**config.mk**
```make
export PLATFORM = sky130hd
export DESIGN_NAME = sha256_block_compress_top
export DESIGN_NICKNAME = d
export VERILOG_FILES = /design/src/hdl/sha256bc_pkg.sv /design/src/hdl/sha256bc_round.sv /design/src/hdl/sha256_block_compress_top.sv
export SDC_FILE = /design/constraint.sdc
export NUM_CORES = 2
export LEC_CHECK = 0
export BUFFER_PORTS_ARGS = -buffer_cell sky130_fd_sc_hd__buf_2
export CORE_ASPECT_RATIO = 1.75
export CORE_UTILIZATION = 39
export CTS_CLUSTER_DIAMETER = 200
export CTS_CLUSTER_SIZE = 16
export DETAILED_ROUTE_END_ITERATION = 10
export RECOVER_POWER = 25
export SYNTH_ARGS = -nofsm -noshare
export SYNTH_HDL_FRONTEND = slang
export SYNTH_SLANG_ARGS = --single-unit
```
**constraint.sdc**
```tcl
create_clock -name clk -period 25.8 [get_ports clk]
set_input_delay 3.87 -clock clk [delete_from_list [all_inputs] [get_ports clk]]
set_output_delay 3.87 -clock clk [all_outputs]
set_load 0.1 [all_outputs]
```
**src/hdl/sha256bc_pkg.sv**
```systemverilog
// Shared types, round constants and sigma functions for the SHA-256 block compressor.
// No dependencies; used by sha256bc_round and sha256_block_compress_top.
package sha256bc_pkg;

  typedef logic [31:0]       word_t;
  typedef logic [7:0][31:0]  vars_t;   // [0]=a .. [7]=h
  typedef logic [5:0]        rnd_t;

  typedef enum logic [2:0] {
    ST_IDLE,
    ST_PREP,
    ST_ROUND,
    ST_FINAL,
    ST_OUT
  } state_t;

  localparam int unsigned NUM_ROUNDS = 64;
  localparam int unsigned WIN_DEPTH  = 16;

  localparam logic [3:0] LAST_MSG_WORD = 4'd15;
  localparam logic [2:0] LAST_HASH_IDX = 3'd7;
  localparam rnd_t       LAST_ROUND    = 6'd63;
  localparam logic       MODE_CHAIN    = 1'b0;
  localparam logic       MODE_MSG      = 1'b1;

  localparam word_t K_TABLE [0:63] = '{
    32'h428A2F98, 32'h71374491, 32'hB5C0FBCF, 32'hE9B5DBA5,
    32'h3956C25B, 32'h59F111F1, 32'h923F82A4, 32'hAB1C5ED5,
    32'hD807AA98, 32'h12835B01, 32'h243185BE, 32'h550C7DC3,
    32'h72BE5D74, 32'h80DEB1FE, 32'h9BDC06A7, 32'hC19BF174,
    32'hE49B69C1, 32'hEFBE4786, 32'h0FC19DC6, 32'h240CA1CC,
    32'h2DE92C6F, 32'h4A7484AA, 32'h5CB0A9DC, 32'h76F988DA,
    32'h983E5152, 32'hA831C66D, 32'hB00327C8, 32'hBF597FC7,
    32'hC6E00BF3, 32'hD5A79147, 32'h06CA6351, 32'h14292967,
    32'h27B70A85, 32'h2E1B2138, 32'h4D2C6DFC, 32'h53380D13,
    32'h650A7354, 32'h766A0ABB, 32'h81C2C92E, 32'h92722C85,
    32'hA2BFE8A1, 32'hA81A664B, 32'hC24B8B70, 32'hC76C51A3,
    32'hD192E819, 32'hD6990624, 32'hF40E3585, 32'h106AA070,
    32'h19A4C116, 32'h1E376C08, 32'h2748774C, 32'h34B0BCB5,
    32'h391C0CB3, 32'h4ED8AA4A, 32'h5B9CCA4F, 32'h682E6FF3,
    32'h748F82EE, 32'h78A5636F, 32'h84C87814, 32'h8CC70208,
    32'h90BEFFFA, 32'hA4506CEB, 32'hBEF9A3F7, 32'hC67178F2
  };

  function automatic word_t round_k(input rnd_t t);
    return K_TABLE[t];
  endfunction

  // upper-case sigmas act on the working variables
  function automatic word_t big_sigma0(input word_t x);
    return {x[1:0], x[31:2]} ^ {x[12:0], x[31:13]} ^ {x[21:0], x[31:22]};
  endfunction

  function automatic word_t big_sigma1(input word_t x);
    return {x[5:0], x[31:6]} ^ {x[10:0], x[31:11]} ^ {x[24:0], x[31:25]};
  endfunction

  // lower-case sigmas act on the message schedule
  function automatic word_t small_sigma0(input word_t x);
    return {x[6:0], x[31:7]} ^ {x[17:0], x[31:18]} ^ {3'b000, x[31:3]};
  endfunction

  function automatic word_t small_sigma1(input word_t x);
    return {x[16:0], x[31:17]} ^ {x[18:0], x[31:19]} ^ {10'b0, x[31:10]};
  endfunction

endpackage

```
**src/hdl/sha256bc_round.sv**
```systemverilog
// One SHA-256 compression round, shared over all 64 rounds by the sequencer.
// Depends on sha256bc_pkg; K[t]+W[t] arrives pre-summed and registered.
module sha256bc_round (
  input  sha256bc_pkg::vars_t v_i,
  input  sha256bc_pkg::word_t kw_i,
  output sha256bc_pkg::vars_t v_o
);

  sha256bc_pkg::word_t ch;
  sha256bc_pkg::word_t maj;
  sha256bc_pkg::word_t t1;
  sha256bc_pkg::word_t t2;

  always_comb begin
    ch  = (v_i[4] & v_i[5]) ^ (~v_i[4] & v_i[6]);
    maj = (v_i[0] & v_i[1]) ^ (v_i[0] & v_i[2]) ^ (v_i[1] & v_i[2]);
    t1  = v_i[7] + sha256bc_pkg::big_sigma1(v_i[4]) + ch + kw_i;
    t2  = sha256bc_pkg::big_sigma0(v_i[0]) + maj;
  end

  always_comb begin
    v_o[7] = v_i[6];
    v_o[6] = v_i[5];
    v_o[5] = v_i[4];
    v_o[4] = v_i[3] + t1;
    v_o[3] = v_i[2];
    v_o[2] = v_i[1];
    v_o[1] = v_i[0];
    v_o[0] = t1 + t2;
  end

endmodule

```
**src/hdl/sha256_block_compress_top.sv**
```systemverilog
// SHA-256 block compressor: chaining load, word-serial message input, 64-round compression.
// Depends on sha256bc_pkg and sha256bc_round.
//
// Usage
//   Input channel (in_*): one transfer per word. in_tuser[0] is the mode:
//   0 writes chaining word in_tuser[3:1] (A=0 .. H=7) from in_tdata, 1 appends
//   in_tdata as the next big-endian message word of the current block.
//   Chaining words may be written at any time the block is ready, also
//   between message words; the pending block uses the latest values.
//   On the sixteenth message word the block compresses and the output
//   channel (out_*) then carries the eight updated chaining words, A first,
//   with out_tuser giving the index and out_tlast set on H.
// Timing
//   Load transfers are accepted at one per cycle. After the sixteenth word
//   the sequencer primes the schedule (PREP), runs the 64 rounds at one per
//   cycle through the single round unit (ROUND), adds the feed-forward
//   (FINAL), then makes the eight result transfers (OUT).
//   in_tready stays low from the last word until H has been taken; a stall
//   on out_tready simply holds the current word.
// Reset
//   rst_n (synchronous, active low) clears the chaining value to zero, the
//   word count, and returns the sequencer to idle.
module sha256_block_compress_top (
  input  logic        clk,
  input  logic        rst_n,
  // input channel
  input  logic        in_tvalid,
  output logic        in_tready,
  input  logic [31:0] in_tdata,   // [31:0] data_word
  input  logic [3:0]  in_tuser,   // [0] mode, [3:1] word_index
  // result channel
  output logic        out_tvalid,
  input  logic        out_tready,
  output logic [31:0] out_tdata,  // [31:0] hash_word
  output logic [2:0]  out_tuser,  // [2:0] hash_index
  output logic        out_tlast   // last
);

  sha256bc_pkg::state_t state_r, state_nxt;
  logic [3:0]           cnt_r, cnt_nxt;      // message words in current block
  sha256bc_pkg::rnd_t   rnd_r, rnd_nxt;      // round counter
  logic [2:0]           oidx_r, oidx_nxt;    // result index
  sha256bc_pkg::vars_t  cv_r;                // chaining value
  sha256bc_pkg::vars_t  v_r;                 // working variables
  sha256bc_pkg::vars_t  v_round;
  sha256bc_pkg::word_t  kw_r, kw_nxt;        // K[t]+W[t] for the next round
  sha256bc_pkg::word_t  win_r [0:15];        // schedule window, oldest at 0
  sha256bc_pkg::word_t  sched_w;
  sha256bc_pkg::rnd_t   sidx;

  logic in_xfer;
  logic out_xfer;
  logic msg_load;
  logic chain_load;
  logic sched_step;
  logic last_word;

  assign in_xfer    = in_tvalid & in_tready;
  assign out_xfer   = out_tvalid & out_tready;
  assign msg_load   = in_xfer & (in_tuser[0] == sha256bc_pkg::MODE_MSG);
  assign chain_load = in_xfer & (in_tuser[0] == sha256bc_pkg::MODE_CHAIN);
  assign last_word  = msg_load & (cnt_r == sha256bc_pkg::LAST_MSG_WORD);

  // ---- shared round unit
  sha256bc_round u_round (
    .v_i  (v_r),
    .kw_i (kw_r),
    .v_o  (v_round)
  );

  // ---- message schedule, one word ahead of the rounds
  always_comb begin
    sidx = (state_r == sha256bc_pkg::ST_PREP) ? '0 : rnd_r + 6'd1;
    if (sidx < 6'(sha256bc_pkg::WIN_DEPTH)) begin
      sched_w = win_r[0];
    end else begin
      sched_w = win_r[0] + sha256bc_pkg::small_sigma0(win_r[1]) + win_r[9]
              + sha256bc_pkg::small_sigma1(win_r[14]);
    end
    kw_nxt = sha256bc_pkg::round_k(sidx) + sched_w;
  end

  // ---- sequencer: next state
  always_comb begin
    state_nxt = state_r;
    case (state_r)
      sha256bc_pkg::ST_IDLE: begin
        if (last_word) state_nxt = sha256bc_pkg::ST_PREP;
      end
      sha256bc_pkg::ST_PREP:  state_nxt = sha256bc_pkg::ST_ROUND;
      sha256bc_pkg::ST_ROUND: begin
        if (rnd_r == sha256bc_pkg::LAST_ROUND) state_nxt = sha256bc_pkg::ST_FINAL;
      end
      sha256bc_pkg::ST_FINAL: state_nxt = sha256bc_pkg::ST_OUT;
      sha256bc_pkg::ST_OUT: begin
        if (out_xfer && oidx_r == sha256bc_pkg::LAST_HASH_IDX) begin
          state_nxt = sha256bc_pkg::ST_IDLE;
        end
      end
      default: state_nxt = sha256bc_pkg::ST_IDLE;
    endcase
  end

  // ---- sequencer: outputs
  always_comb begin
    in_tready  = 1'b0;
    out_tvalid = 1'b0;
    sched_step = 1'b0;
    case (state_r)
      sha256bc_pkg::ST_IDLE:  in_tready  = 1'b1;
      sha256bc_pkg::ST_PREP:  sched_step = 1'b1;
      sha256bc_pkg::ST_ROUND: sched_step = 1'b1;
      sha256bc_pkg::ST_FINAL: sched_step = 1'b0;
      sha256bc_pkg::ST_OUT:   out_tvalid = 1'b1;
      default: begin
        in_tready  = 1'b0;
        out_tvalid = 1'b0;
      end
    endcase
  end

  // ---- counters
  always_comb begin
    cnt_nxt  = cnt_r;
    rnd_nxt  = rnd_r;
    oidx_nxt = oidx_r;
    if (msg_load) cnt_nxt = cnt_r + 4'd1;   // wraps to zero after a block
    if (state_r == sha256bc_pkg::ST_ROUND) rnd_nxt = rnd_r + 6'd1;
    if (state_r == sha256bc_pkg::ST_FINAL) oidx_nxt = '0;
    else if (out_xfer) oidx_nxt = oidx_r + 3'd1;
  end

  always_ff @(posedge clk) begin
    if (!rst_n) begin
      state_r <= sha256bc_pkg::ST_IDLE;
      cnt_r   <= '0;
      rnd_r   <= '0;
      oidx_r  <= '0;
      cv_r    <= '0;
    end else begin
      state_r <= state_nxt;
      cnt_r   <= cnt_nxt;
      rnd_r   <= rnd_nxt;
      oidx_r  <= oidx_nxt;
      if (chain_load) begin
        cv_r[in_tuser[3:1]] <= in_tdata;
      end else if (state_r == sha256bc_pkg::ST_FINAL) begin
        for (int i = 0; i < 8; i++) cv_r[i] <= cv_r[i] + v_r[i];
      end
    end
  end

  // ---- datapath (no reset needed)
  always_ff @(posedge clk) begin
    if (msg_load || sched_step) begin
      for (int i = 0; i < 15; i++) win_r[i] <= win_r[i+1];
      win_r[15] <= msg_load ? in_tdata : sched_w;
    end
    if (sched_step) kw_r <= kw_nxt;
    if (state_r == sha256bc_pkg::ST_PREP) v_r <= cv_r;
    else if (state_r == sha256bc_pkg::ST_ROUND) v_r <= v_round;
  end

  assign out_tdata = cv_r[oidx_r];
  assign out_tuser = oidx_r;
  assign out_tlast = (oidx_r == sha256bc_pkg::LAST_HASH_IDX);

  // ---- assertions
  a_one_side: assert property (@(posedge clk) disable iff (!rst_n)
    !(in_tready && out_tvalid))
    else $error("input and result sides active together");

  a_block_start: assert property (@(posedge clk) disable iff (!rst_n)
    last_word |=> state_r == sha256bc_pkg::ST_PREP)
    else $error("sixteenth word did not start compression");

  a_rounds_done: assert property (@(posedge clk) disable iff (!rst_n)
    state_r == sha256bc_pkg::ST_FINAL |-> rnd_r == '0 && cnt_r == '0)
    else $error("feed-forward reached with round or word count off");

  a_back_idle: assert property (@(posedge clk) disable iff (!rst_n)
    (out_xfer && out_tlast) |=> in_tready)
    else $error("not ready after final result transfer");

  a_first_out: assert property (@(posedge clk) disable iff (!rst_n)
    $rose(out_tvalid) |-> out_tuser == '0)
    else $error("result sequence does not start at A");

endmodule
```
* Word level (Yosys, flattened, before mapping)
Memories as Yosys holds them, arrays and structs flattened. Cells that the tools add are included.
Cells by class: $add $sub $neg 21, magnitude comparators 5, equal/unequal tests 10, mux-type cells 23, bitwise operators 25, reduce and logical (&&, ||, !) cells 9
Operators by type and width (count):
- two-way mux 256 bit | 4
- adder 32 bit | 18
- XOR 32 bit | 9
- bitwise mux 256 bit | 1
- two-way mux 32 bit | 6
- AND 32 bit | 5
- binary-select mux 32 bit (select 3 bit) | 1
- demux 32 bit (select 3 bit) | 1
- inverter 32 bit | 1
- XOR 32 x 22 -> 32 bit | 1
- XOR 32 x 29 -> 32 bit | 1
- one-hot mux 3 bit (5 select lines) | 1
- two-way mux 3 bit | 3
- less-than comparator 3 x 4 -> 1 bit (second input constant) | 2
- greater-or-equal comparator 7 bit (second input constant) | 1
- inverter 6 -> 7 bit | 1
- adder 6 x 1 -> 6 bit (second input constant) | 1
- == test 3 x 2 -> 1 bit (second input constant) | 2
- == test 3 bit (second input constant) | 2
- == test 6 bit (second input constant) | 1
- less-than comparator 6 x 5 -> 1 bit (second input constant) | 1
- two-way mux 6 bit | 1
- != test 2 bit (second input constant) | 3
- AND 1 bit | 5
- other kinds (13) | 21
Storage, ports and cells: register bits 560, RAM bits 512, memory bits (read-only) 2048, input bits 40, output and inout bits 38, logic and storage cells 116, memories 2
Memories:
- (no name shown) | words 64, width 32, rd ports 1, clocked after memory_dff 0, wr ports 0, RTL line sha256bc_pkg.sv:46 | return K_TABLE[t];
- win_r | words 16, width 32, rd ports 16, clocked after memory_dff 0, wr ports 16, RTL line sha256_block_compress_top.sv:47 | sha256bc_pkg::word_t win_r [0:15];

* Depth between registers and ports, before layout
depth after elaboration 8, depth in mapped cells 30

* By module
Synthesis repeated with hierarchy kept, for this count alone.
Unflattened totals: cell total of the unflattened synthesis 7306, area, all modules 71320.9 µm²
By module, submodules not included:
- sha256_block_compress_top | times used 1, cells each 6004, area each 60971.0 µm²
- sha256bc_round | times used 1, cells each 1302, area each 10349.9 µm²

* Worst setup path before layout
No wires, ideal clock.
kind in2reg, start point input port in_tvalid, end point memory win_r[0][0] (netlist bit), enable pin, setup time 4.905 ns, arrival time 15.709 ns, path slack 5.186 ns, cell stages on the path 3, path through nand3_1 clkbuf_1 nand3_1
RTL lines:
- start, declared | RTL line sha256_block_compress_top.sv:27 | input logic in_tvalid,
- end, declared | RTL line sha256_block_compress_top.sv:47

* Final worst setup path
start point register v_r[140] (netlist bit), end point register v_r[28] (netlist bit), data pin
Between the ends: cells in the longest elaborated chain, start to end 8, elaborated cells between the ends (all ways) 12
Ends and longest elaborated chain:
- start, declared | RTL line sha256_block_compress_top.sv:44 | sha256bc_pkg::vars_t v_r;
- start signal, assigned | RTL line sha256_block_compress_top.sv:160 | if (state_r == sha256bc_pkg::ST_PREP) v_r <= cv_r;
- start signal, assigned | RTL line sha256_block_compress_top.sv:161 | else if (state_r == sha256bc_pkg::ST_ROUND) v_r <= v_round;
- XOR 32 bit or inverter 32 bit (tied branches) | RTL line sha256bc_pkg.sv:55, sha256bc_round.sv:15
- XOR 32 bit or AND 32 bit (tied branches) | RTL line sha256bc_pkg.sv:55, sha256bc_round.sv:15
- adder 32 bit or XOR 32 bit (tied branches) | RTL line sha256bc_round.sv:17, sha256bc_round.sv:15
- adder 32 bit * (2 in a row) | RTL line sha256bc_round.sv:17 | t1 = v_i[7] + sha256bc_pkg::big_sigma1(v_i[4]) + ch + kw_i;
- adder 32 bit * | RTL line sha256bc_round.sv:29 | v_o[0] = t1 + t2;
- two-way mux 256 bit * | RTL line sha256_block_compress_top.sv:161
- two-way mux 256 bit * | RTL line sha256_block_compress_top.sv:160
Every way passes the cells marked *; elsewhere a longest branch is shown, timed or not. The select of a mux whose other input is x is not followed. A chain may end at the register's enable or synchronous reset.

==> impl_metrics.ini <==
[power_and_ir_drop]
power_density_nw_per_um2 = 48.0
switching_power_uw = 980
power_frac_seq_pct = 52.8
p_sw_share_pct = 27.1
peakVddDrop_mv = 0.0572
cellLeakagePower_uw = 0.0295
clkPwrFrac_pct = 34.5
p_int_uw = 2640
comb_power_share_pct = 12.7

[placed_design]
place_hpwl_um = 223000
dpl_worst_slack_ps = 17850
place_congestion = 1.05
numPortBuffers = 77

[drt]
num_vias = 57800
drc = 0
postRouteAntennaNets = 0
viasPerCell = 6.09
drt_iter0_markers = 5473
wl_per_cell_um = 31.5
drt-pass1-iter-count = 8
routed_wl_um = 298000

[synthesis]
synth_top_area_cell = edfxtp_1
ys_top_cells_by_area = edfxtp_1 (34%), dfxtp_1 (7.8%), ha_1 (7.6%)
ys_ff_latch = 1072
syn_area_per_cell_sq_um = 9.80
synth.most_common_cell = nand2_1
yosysSeqAreaShare_pct = 41.9
synthesis.area_sq_um = 70200
synth_edf_count = 800
synth.distinct_cells = 104
synth_top_cell_area_share_pct = 34.2
syn_inst = 7168
ys.flop_type = edfxtp_1
async_reset_ff_share_pct = 0
yosysWarningCount = 0
ys_top_cells_by_count = nand2_1 (1040), edfxtp_1 (800), a21oi_1 (575), ha_1 (424), nor2_1 (411)
syn-num-nets = 7798

[floorplanning]
die_w_um = 323
fp.dieArea_sq_um = 182000
core_sq_um = 179000
start_util_pct = 39.3
die_y_um = 563
num_rows = 205
ios = 78

[worst_setup_path]
slowest_delay_ps = 780
cp-end-kind = flip-flop
path_depth = 28
rr_worst_depth = 28
critPathMaxFanout = 6
start_kind = flip-flop
critPathKind = reg2reg
cp_common_cell = fa_1
crit_family = compound AO/OA/AOI/OAI gates
critPathSlowestCell = o31ai_1
critPathArrivalTime_ps = 8680
cp.required_ps = 26420
cp_num_buf_inv = 3

[timing]
max_freq_mhz = 124
drv_slew = 0
max_slew_margin_pct = 7.33
finalCritPeriodShare_pct = 31.2
setup_tns_ps = 0
grt_setup_unrepaired = no
hold_viol = 0
clock_skew_ps = 62.0
worst_slack_ps = 17740
setup_violations = 0
period_needed_ps = 8060
tightest_slew_ps = 1380

[clocking]
clock-sinks = 1072
cts_setup_buffers = 0
h-tree-depth = 3
clk_latency_ps = 760
clock_path_buffers = 3
cts_buffers = 76
holdBufCountCts = 0
clkTransAtPathRegs_ps = 90
cts_tree = built
root_buffer = clkbuf_16
cts_resized = 0

[global_routing]
grt-ovfl-total = 0
grtUsageTotal_pct = 32.5
antenna_found_initial = 6
grt_pass1_wl_um = 418000
grt_max_degree = 157
grt_pass1_vias = 57600

[hold_path]
hold_class = reg2reg
holdPathStages = 0

[cells_and_area]
fillers = 17500
drive_gt1_share_pct = 7.09
layout.nets = 7663
area_delta_synth_final_pct = 7.37

[flow_run]
cap_violations = 0

[run_status]
outcome = completed
## placed cells by master, fill, tap and decap left out, types with 57 or more instances in the layout
cell type and instances:
a21o_1 194, a21oi_1 575, a221oi_1 61, a22oi_1 197, a31oi_1 74, buf_2 77
buf_4 107, clkbuf_1 59, clkbuf_16 80, dfxtp_1 269, edfxtp_1 800, fa_1 166
ha_1 424, inv_1 400, mux2_2 64, mux4_2 64, nand2_1 1038, nand3_1 96
nor2_1 395, nor2b_1 57, nor3_1 90, o21ai_0 326, o22ai_1 72, xnor2_1 376
xor2_1 199
## power by group through the flow
stage               Combinational (uW)  Clock (uW)  Sequential [uW]
floorplan                          326           0             1960
global placement                   447           0             1950
detailed placement                 450           0             1950
CTS                                453        1270             1910
global route                       500        1320             1920
finish                             460        1250             1910
## layer usage
layer  global-route usage (%)  wire (um)  share of wire (%)  vias up
met2                     55.9     146000                 49     2839
li1                         -          -                  -    25500
met1                     31.1      93600                 31    28200
met5                        0          0                  0        -
met4                     35.1      39500                 13        0
met3                     5.99      19000                6.4     1175
## sequential cells by signal, indices dropped and copies added (netlist names)
register	flops
out_tuser	3
rnd_r	6
v_r	256
cnt_r	4
cv_r	256
state_r	3
kw_r	32
win_r	512
## cell families after synthesis
logic type	after synthesis	synth area share, %
AO/OA/AOI/OAI	1961	18.0
flip-flops	1072	41.9
AND/OR/NAND/NOR	1987	12.3
adder cells (fa/ha/maj)	595	12.4
XOR/XNOR	580	7.23
buffers and inverters	803	4.40
multiplexers	170	3.68
## final timing paths
kind	start	slack, ps	endpoint
max reg2reg	v_r[140]$_DFFE_PP_	17740	v_r[28]$_DFFE_PP_
min reg2reg	win_r[1][145]$_DFFE_PP_	370	win_r[1][113]$_DFFE_PP_
max	v_r[140]$_DFFE_PP_	17740	v_r[28]$_DFFE_PP_
min	win_r[1][145]$_DFFE_PP_	370	win_r[1][113]$_DFFE_PP_
## metrics by stage
stage	std cells	power, uW	instance area, sq um	util (%)	hold WS, ps
2_1_floorplan	7168	2290	70200	-	400
3_3_place_gp	9333	2400	73100	40.9	400
3_5_place_dp	9333	2400	73100	40.9	405
4_1_cts	9475	3640	75300	42.2	382
5_1_grt	9479	3740	75400	42.2	396
6_report	9482	3620	75400	42.2	371
## layout make-up
cell class              instances  area (sq um)  share of cell area (%)
diodes                          5          12.5                  0.0166
clock buffers                 139          2220                    2.95
clock inverters                 3          48.8                  0.0647
inverters                     402          1520                    2.01
multi-input cells            5293         37900                    50.2
flip-flops and latches       1072         29500                    39.1
well taps                    2380          2980                    3.95
repair buffers                188          1270                    1.69
(Power assumes the default switching activity.)
